`config.mk`:
```
export PLATFORM = sky130hd
export DESIGN_NAME = psa_ctrl
export DESIGN_NICKNAME = d
export VERILOG_FILES = /design/src/psa_pkg.sv /design/src/psa_ctrl.sv
export SDC_FILE = /design/constraint.sdc
export NUM_CORES = 1
export LEC_CHECK = 0
export BUFFER_PORTS_ARGS = -buffer_cell sky130_fd_sc_hd__buf_4
export CORE_MARGIN = 5
export CORE_UTILIZATION = 40
export DETAILED_ROUTE_END_ITERATION = 10
export GPL_TIMING_DRIVEN = 0
export PLACE_DENSITY_LB_ADDON = 0.08
export SETUP_SLACK_MARGIN = 0.15
export SYNTH_ARGS = -nofsm -noshare
export SYNTH_HDL_FRONTEND = slang
export SYNTH_SLANG_ARGS = --single-unit
```
`constraint.sdc`:
```
create_clock -name aclk -period 1.55 [get_ports aclk]
set_input_delay 0.0775 -clock aclk [delete_from_list [all_inputs] [get_ports aclk]]
set_output_delay 0.0775 -clock aclk [all_outputs]
set_load 0.01 [all_outputs]
```
`src/psa_pkg.sv`:
```
`timescale 1ns / 1ps
// ----------------------------------------------------------------------------
// psa_pkg
// Shared types, codes and field widths for the pooled slot allocator.
// ----------------------------------------------------------------------------
package psa_pkg;

    localparam int SLOTS_PER_POOL_DEF = 256;
    localparam int POOLS = 4;
    localparam int POOL_W = 2;
    localparam int FUNC_W = 2;
    localparam int TAG_W = 9;
    localparam int STATUS_W = 2;
    localparam int GRANT_W = 8;
    localparam int CNT_OUT_W = 9;
    localparam int REFS_W = 8;

    localparam logic [FUNC_W-1:0] FUNC_ALLOC       = 2'd0;
    localparam logic [FUNC_W-1:0] FUNC_RELEASE     = 2'd1;
    localparam logic [FUNC_W-1:0] FUNC_RELEASE_ALL = 2'd2;

    localparam logic [STATUS_W-1:0] STAT_OK     = 2'd0;
    localparam logic [STATUS_W-1:0] STAT_FULL   = 2'd1;
    localparam logic [STATUS_W-1:0] STAT_BADTAG = 2'd2;

    typedef enum logic [1:0] {
        ADDR_CLR_BASE  = 2'd0,
        ADDR_POOL_BASE = 2'd1,
        ADDR_HW        = 2'd2,
        ADDR_TAG       = 2'd3
    } addr_sel_t;

    typedef struct packed {
        logic      capture;
        logic      addr_load;
        addr_sel_t addr_sel;
        logic      addr_inc;
        logic      mem_clear;
        logic      update;
        logic      pools_clear;
        logic      set_full;
        logic      set_badtag;
        logic      out_load;
    } cmd_t;

    typedef struct packed {
        logic [FUNC_W-1:0] func;
        logic              handle_valid;
        logic              hw_below_cap;
        logic              tag_bad;
        logic              refs_zero;
        logic              scan_last;
        logic              clear_last;
        logic              out_free;
    } sts_t;

endpackage

```
`src/psa_ctrl.sv`:
```
`timescale 1ns / 1ps
// ----------------------------------------------------------------------------
// psa_ctrl
// Sequencer for the slot allocator: decode, memory read, update, clear sweep
// and result hand-off.
// ----------------------------------------------------------------------------
module psa_ctrl (
    input  logic          aclk,
    input  logic          aresetn,
    input  logic          s_valid,
    output logic          s_ready,
    input  psa_pkg::sts_t sts,
    output psa_pkg::cmd_t cmd
);
    import psa_pkg::*;

    typedef enum logic [5:0] {
        S_IDLE   = 6'b000001,
        S_DECODE = 6'b000010,
        S_READ   = 6'b000100,
        S_EVAL   = 6'b001000,
        S_CLEAR  = 6'b010000,
        S_DONE   = 6'b100000
    } state_t;

    state_t state_reg, state_next;
    logic   clear_reply_reg, clear_reply_next;

    assign s_ready = (state_reg == S_IDLE);

    always_comb begin
        cmd              = '0;
        state_next       = state_reg;
        clear_reply_next = clear_reply_reg;
        case (state_reg)
            S_IDLE: begin
                if (s_valid) begin
                    cmd.capture = 1'b1;
                    state_next  = S_DECODE;
                end
            end
            S_DECODE: begin
                case (sts.func)
                    FUNC_ALLOC: begin
                        cmd.addr_load = 1'b1;
                        cmd.addr_sel  = sts.hw_below_cap ? ADDR_HW : ADDR_POOL_BASE;
                        state_next    = S_READ;
                    end
                    FUNC_RELEASE: begin
                        if (!sts.handle_valid) begin
                            state_next = S_DONE;
                        end else if (sts.tag_bad) begin
                            cmd.set_badtag = 1'b1;
                            state_next     = S_DONE;
                        end else begin
                            cmd.addr_load = 1'b1;
                            cmd.addr_sel  = ADDR_TAG;
                            state_next    = S_READ;
                        end
                    end
                    FUNC_RELEASE_ALL: begin
                        cmd.addr_load    = 1'b1;
                        cmd.addr_sel     = ADDR_CLR_BASE;
                        clear_reply_next = 1'b1;
                        state_next       = S_CLEAR;
                    end
                    default: begin
                        state_next = S_DONE;
                    end
                endcase
            end
            S_READ: begin
                state_next = S_EVAL;
            end
            S_EVAL: begin
                if (sts.func == FUNC_ALLOC && !sts.hw_below_cap) begin
                    if (sts.refs_zero) begin
                        cmd.update = 1'b1;
                        state_next = S_DONE;
                    end else if (sts.scan_last) begin
                        cmd.set_full = 1'b1;
                        state_next   = S_DONE;
                    end else begin
                        cmd.addr_inc = 1'b1;
                        state_next   = S_READ;
                    end
                end else begin
                    cmd.update = 1'b1;
                    state_next = S_DONE;
                end
            end
            S_CLEAR: begin
                cmd.mem_clear = 1'b1;
                if (sts.clear_last) begin
                    cmd.pools_clear  = 1'b1;
                    clear_reply_next = 1'b0;
                    state_next       = clear_reply_reg ? S_DONE : S_IDLE;
                end else begin
                    cmd.addr_inc = 1'b1;
                end
            end
            S_DONE: begin
                if (sts.out_free) begin
                    cmd.out_load = 1'b1;
                    state_next   = S_IDLE;
                end
            end
            default: begin
                state_next = S_IDLE;
            end
        endcase
    end

    always_ff @(posedge aclk) begin
        if (!aresetn) begin
            state_reg       <= S_CLEAR;
            clear_reply_reg <= 1'b0;
        end else begin
            state_reg       <= state_next;
            clear_reply_reg <= clear_reply_next;
        end
    end

endmodule

```
==> flow_metrics.env, run 1 <==
export IMPL_die_area_um2=2160
export IMPL_cts_sinks=7
export IMPL_path_class="register to primary output"
export IMPL_drc=0
export IMPL_fmax_mhz=529
export IMPL_syn2layout_area_growth_pct=93.0
export IMPL_cp_top_family="simple AND/OR/NAND/NOR gates"
export IMPL_setup_violations=16
export IMPL_htree_levels=1
export IMPL_grt_usage=0.180
export IMPL_relSlewSlack=0.804
export IMPL_design_area_um2=1030
export IMPL_synth_top_area_share=0.263
export IMPL_cts_inserted_buffers=3
export IMPL_hold_path_class="input port to register"
export IMPL_rsz0062_at_grt="true"
export IMPL_diodes=0
export IMPL_synthesis_area_um2=533
export IMPL_critPathRequiredTime_ps=1470
export IMPL_synthTopCellsByArea="dfxtp_1 (26%), nor3_1 (5.6%), or4b_4 (5.2%)"
export IMPL_cts_buffer_depth=2
export IMPL_max_stage_delay_ps=550
export IMPL_largest_reg_flops=6
export IMPL_place_gp_congestion=0.835
export IMPL_dr_first_iter_drc_count=9
export IMPL_ant_nets=0
export IMPL_hold_ws_ps=63.6
export IMPL_synth_edf_count=0
export IMPL_synth_seq_cells=7
export IMPL_cts_tree="yes"
export IMPL_min_period_over_period=1.22
export IMPL_crit_fanout=4
export IMPL_ys_types=32
export IMPL_irDropWorstVdd_mv=0.700
export IMPL_gr_total_overflow=0
export IMPL_setup_tns_ps=-2740
export IMPL_end_kind="primary output"
export IMPL_clk_latency_ps=250
export IMPL_wirelength_um=1850
export IMPL_rows=13
export IMPL_r2r_slack_ps=-320
export IMPL_critPathSlowestCell="or4b_4"
export IMPL_initial_utilization=0.415
export IMPL_vias=679
export IMPL_grt_pass1_vias=641
export IMPL_period_needed_ps=1890
export IMPL_ios=24
export IMPL_die_y_um=46.5
export IMPL_antenna_found_initial=0
export IMPL_ys_async_sr_fraction=0
export IMPL_drtPass1Iterations=2
export IMPL_clock_root_buffer="clkbuf_4"
export IMPL_routed_via_density=5.57
export IMPL_ys_flop_type="dfxtp_1"
export IMPL_p_per_area_nw_per_um2=587
export IMPL_yosysWarnings=0
export IMPL_drive_gt1_frac=0.645
export IMPL_p_leak_nw=0.444
export IMPL_grt_pass1_wl_um=2810
export IMPL_yosysTopAreaCell="dfxtp_1"
export IMPL_cp_arrival_ps=1810
export IMPL_worst_clock_skew_ps=10.4
export IMPL_grt_max_degree=9
export IMPL_portBuffers=23
export IMPL_wl_per_cell_um=15.2
export IMPL_crit_chain="or4b_4 -> buf_6 -> buf_6 -> nor3_4 -> and2_1 -> buf_4"
export IMPL_avgSynthCellArea_um2=8.20
export IMPL_slew_viol_final=0
export IMPL_outcome="complete, but fails checks"
export IMPL_cts_reportedPaths_clkPinSlew_ps=60
export IMPL_total_power_mw=0.604
export IMPL_cp_buffers_inverters=3
export IMPL_worstMarginPinSlew_ps=292
export IMPL_violations="negative setup slack"
export IMPL_postPlaceCellArea_um2=747
export IMPL_core_um2=1280
export IMPL_start_kind="register"
export IMPL_nets=120
export IMPL_die_w_um=46.5
export IMPL_maxCapViolCount=0
export IMPL_setup_ws_ps=-342
export IMPL_hold_violations=0
export IMPL_ys_seq_area_frac=0.263
export IMPL_synth_nets=77
export IMPL_cp_common_cell="buf_6"
export IMPL_syn_inst=65
export IMPL_dp_hpwl_um=1140
cells in the final DEF, fill, tap and decap left out, drive strengths merged:
| cell type | instances |
|---|---|
| a211oi | 2 |
| a21boi | 2 |
| a221oi | 1 |
| and2 | 1 |
| and3 | 1 |
| and4b | 1 |
| buf | 38 |
| clkbuf | 5 |
| dfxtp | 7 |
| inv | 4 |
| nand2 | 2 |
| nand2b | 4 |
| nand3 | 3 |
| nand3b | 2 |
| nor2 | 3 |
| nor2b | 4 |
| nor3 | 6 |
| nor3b | 1 |
| nor4 | 3 |
| o211ai | 1 |
| o21a | 3 |
| o21ai | 2 |
| o21ba | 1 |
| o22a | 1 |
| o22ai | 1 |
| o311a | 1 |
| o31a | 1 |
| or3 | 1 |
| or4 | 2 |
| or4b | 3 |
power breakdown:
part	switching, mW	leakage [nW]	internal, mW	total, mW
Clock	0.0691	0.0150	0.0984	0.168
Combinational	0.0977	0.369	0.139	0.237
Sequential	0.0117	0.0602	0.187	0.199
timing repair:
action	in CTS	in global routing
hold buffers	0	0
pin swaps	4	10
cloned	0	0
endpoints found under the setup margin	18	18
buffers inserted	8	7
resized for setup	17	18
worst reg2reg max path: stages, from the launching register on:
cell and delay, ps:
dfxtp_4 340, or4b_4 550, buf_6 130, buf_6 110, buf_4 120, o22ai_2 140
o211ai_2 130, a221oi_2 240
layout make-up:
type | instances | area (µm²)
Multi-Input combinational cell | 53 | 488
Inverter | 4 | 15.0
Fill cell | 87 | 256
Clock buffer | 4 | 26.3
Timing Repair Buffer | 38 | 312
Buffer | 1 | 13.8
Sequential cell | 7 | 155
Tap cell | 15 | 18.8
Yosys cell counts (2+ instances only):
| cell | count |
|---|---|
| nand2_1 | 2 |
| o21a_1 | 3 |
| nor2_1 | 3 |
| inv_1 | 4 |
| or4b_4 | 2 |
| o21ai_0 | 2 |
| nand2b_1 | 4 |
| dfxtp_1 | 7 |
| nand3b_1 | 2 |
| a211oi_1 | 2 |
| nor4_1 | 3 |
| nor3_1 | 6 |
| nand3_1 | 3 |
| nor2b_1 | 4 |
worst paths after layout:
path / startpoint / endpoint / cells after the start
min: aresetn / state_reg[4] / 2
max reg2reg: state_reg[1] / state_reg[5] / 7
min reg2reg: clear_reply_reg / state_reg[5] / 2
max: state_reg[1] / cmd[3] / 6
routing by layer:
layer  wire (µm)  global-route usage
met5           0                   0
met2         958               0.302
met1         805               0.222
met3          71              0.0586
met4          16              0.0341
through the flow:
step | cells | util | setup slack (ps)
detailed placement | 103 | 0.581 | -211
global placement | 103 | 0.581 | -201
global route | 122 | 0.800 | -409
finish | 122 | 0.800 | -342
floorplan | 65 | - | -110
CTS | 115 | 0.694 | -368
kinds of logic (layout without fill, tap and decap cells):
kind of cell / after synthesis / in the layout / share of synthesized area
AOI/OAI and AO/OA: 16 / 16 / 0.251
DFF: 7 / 7 / 0.263
buffers and inverters: 5 / 47 / 0.0352
and+or+nand+nor: 37 / 37 / 0.451
Note: power is estimated with default switching activity, not from simulation.
==> inputs of run 2 (changes only) <==
--- a/config.mk
+++ b/config.mk
@@ -8,6 +8,7 @@
 export BUFFER_PORTS_ARGS = -buffer_cell sky130_fd_sc_hd__buf_4
 export CORE_MARGIN = 5
 export CORE_UTILIZATION = 40
+export CTS_BUF_LIST = sky130_fd_sc_hd__clkbuf_8 sky130_fd_sc_hd__clkbuf_16
 export DETAILED_ROUTE_END_ITERATION = 10
 export GPL_TIMING_DRIVEN = 0
 export PLACE_DENSITY_LB_ADDON = 0.08
==> run 2 against run 1 <==
Net effect: the run still ends with negative setup slack left; largest power group is now the clock network; first-iteration DRC count increased by 44%; via count decreased by 2.2%; global-route usage decreased by 1.3 points; die area unchanged; largest cell class unchanged; routed wire length decreased by 6.0%; clock skew decreased by 5.9 ps; non-clock buffer count decreased by 6; sequential power about the same; clock power increased by 51%; highest routed layer unchanged; critical endpoint unchanged; worst hold slack improved by 41 ps; power increased by 10%.
==> flow_metrics.env, run 2 (same netlist as run 1, synthesis figures left out) <==
export IMPL_initial_utilization=0.415
export IMPL_hold_violations=0
export IMPL_sw_frac_of_total=0.277
export IMPL_wl_per_cell_um=15.0
export IMPL_irDropWorstVdd_mv=0.598
export IMPL_cts_reportedPaths_clkPinSlew_ps=40
export IMPL_portBuffers=23
export IMPL_fmax_mhz=520
export IMPL_period_needed_ps=1920
export IMPL_p_per_area_nw_per_um2=692
export IMPL_setup_violations=11
export IMPL_dp_hpwl_um=1140
export IMPL_ant_nets=0
export IMPL_drive_gt1_frac=0.594
export IMPL_drtPass1Iterations=4
export IMPL_hold_depth=2
export IMPL_hold_buffers=0
export IMPL_routed_via_density=5.72
export IMPL_maxCapViolCount=0
export IMPL_outcome="complete, but fails checks"
export IMPL_p_leak_nw=0.421
export IMPL_end_kind="primary output"
export IMPL_use_met3=0.0586
export IMPL_crit_fanout=6
export IMPL_cp_arrival_ps=1850
export IMPL_final_cell_mix="buf_4 (27), buf_6 (6), inv_1 (5)"
export IMPL_path_class="register to primary output"
export IMPL_vias=664
export IMPL_cts_buffer_depth=2
export IMPL_r2r_cells=7
export IMPL_grt_pass1_wl_um=2550
export IMPL_met2_usage=0.250
export IMPL_syn2layout_area_growth_pct=80.8
export IMPL_cts_sinks=7
export IMPL_clkPwrFrac=0.380
export IMPL_pre_cts_slack_ps=-211
export IMPL_min_period_over_period=1.24
export IMPL_p_sw_mw=0.185
export IMPL_cts_inserted_buffers=3
export IMPL_wirelength_um=1740
export IMPL_dr_first_iter_drc_count=13
export IMPL_setup_ws_ps=-374
export IMPL_clock_root_buffer="clkbuf_8"
export IMPL_start_kind="register"
export IMPL_clk_latency_ps=230
export IMPL_relSlewSlack=0.756
export IMPL_critPathRequiredTime_ps=1470
export IMPL_slew_viol_final=0
export IMPL_diodes=0
export IMPL_grt_pass1_vias=588
export IMPL_grt_max_degree=11
export IMPL_final_cells=116
export IMPL_grt_use_met1=0.215
export IMPL_p_int_mw=0.482
export IMPL_top_usage_layer="met2"
export IMPL_core_um2=1280
export IMPL_dp_cells=103
export IMPL_die_w_um=46.5
export IMPL_hold_path_class="input port to register"
export IMPL_cts_tree="yes"
export IMPL_place_gp_congestion=0.835
export IMPL_antenna_found_initial=0
export IMPL_nets=114
export IMPL_drc=0
export IMPL_comb_power_share=0.319
export IMPL_die_area_um2=2160
export IMPL_worstMarginPinSlew_ps=363
export IMPL_final_common_cell="buf_4"
export IMPL_rows=13
export IMPL_die_y_um=46.5
export IMPL_worst_clock_skew_ps=4.47
export IMPL_power_frac_seq=0.301
export IMPL_rsz0062_at_grt="true"
export IMPL_htree_levels=1
export IMPL_largest_reg_flops=6
export IMPL_violations="negative setup slack"
export IMPL_ios=24
export IMPL_gr_total_overflow=0
export IMPL_grt_usage=0.167
-- run 2: cell count changes in the layout (fill, tap and decap cells not counted), sizes merged --
cell,change
buf,-5
clkbuf,-2
inv,+1
-- run 2: worst paths after layout --
kind,startpoint,to,slack (ps)
max,state_reg[0],cmd[3],-370
min,aresetn,state_reg[4],100
max reg2reg,state_reg[0],state_reg[5],-350
min reg2reg,clear_reply_reg,state_reg[0],590
-- run 2: stage by stage --
step           total power, mW  hold slack [ps]   util  instance area (µm²)  TNS [ps]
4_1_cts                  0.628             92.3  0.662                  851     -3150
5_1_grt                  0.697              113  0.750                  963     -3480
3_5_place_dp             0.346              322  0.581                  747     -1080
3_3_place_gp             0.344              318  0.581                  747     -1030
2_1_floorplan            0.282              161      -                  556      -205
6_report                 0.666              104  0.750                  963     -2720
-- run 2: routing by layer --
layer	vias up	routed length [µm]
met5	-	0
met4	0	42
met3	6	95
met2	26	855
met1	306	747
li1	326	-
-- run 2: repair_timing --
action / CTS / global route
resized for setup: 10 / 20
pin swaps: 4 / 8
setup endpoints to repair: 18 / 18
hold endpoints to repair: 0 / 0
setup buffers: 4 / 5
-- run 2: worst max-delay path, stage by stage (launching register included) --
cell and delay [ps]:
dfxtp_4 350, or4b_4 570, buf_6 140, buf_6 110, nor3_4 190, and2_4 170
buf_6 90
-- run 2: power by group through the flow --
stage	Sequential [mW]	Combinational (mW)	Clock [mW]
finish	0.201	0.213	0.253
detailed placement	0.203	0.143	0
CTS	0.199	0.172	0.256
floorplan	0.199	0.0828	0
global placement	0.203	0.141	0
global route	0.202	0.228	0.268
-- run 2: final cells by class --
type / instances / area [µm²]
well taps: 15 / 18.8
fillers: 97 / 322
flip-flops and latches: 7 / 151
clock inverters: 1 / 3.75
multi-input cells: 53 / 463
inverters: 4 / 15.0
clock buffers: 3 / 41.3
plain buffers: 1 / 11.3
repair buffers: 32 / 259
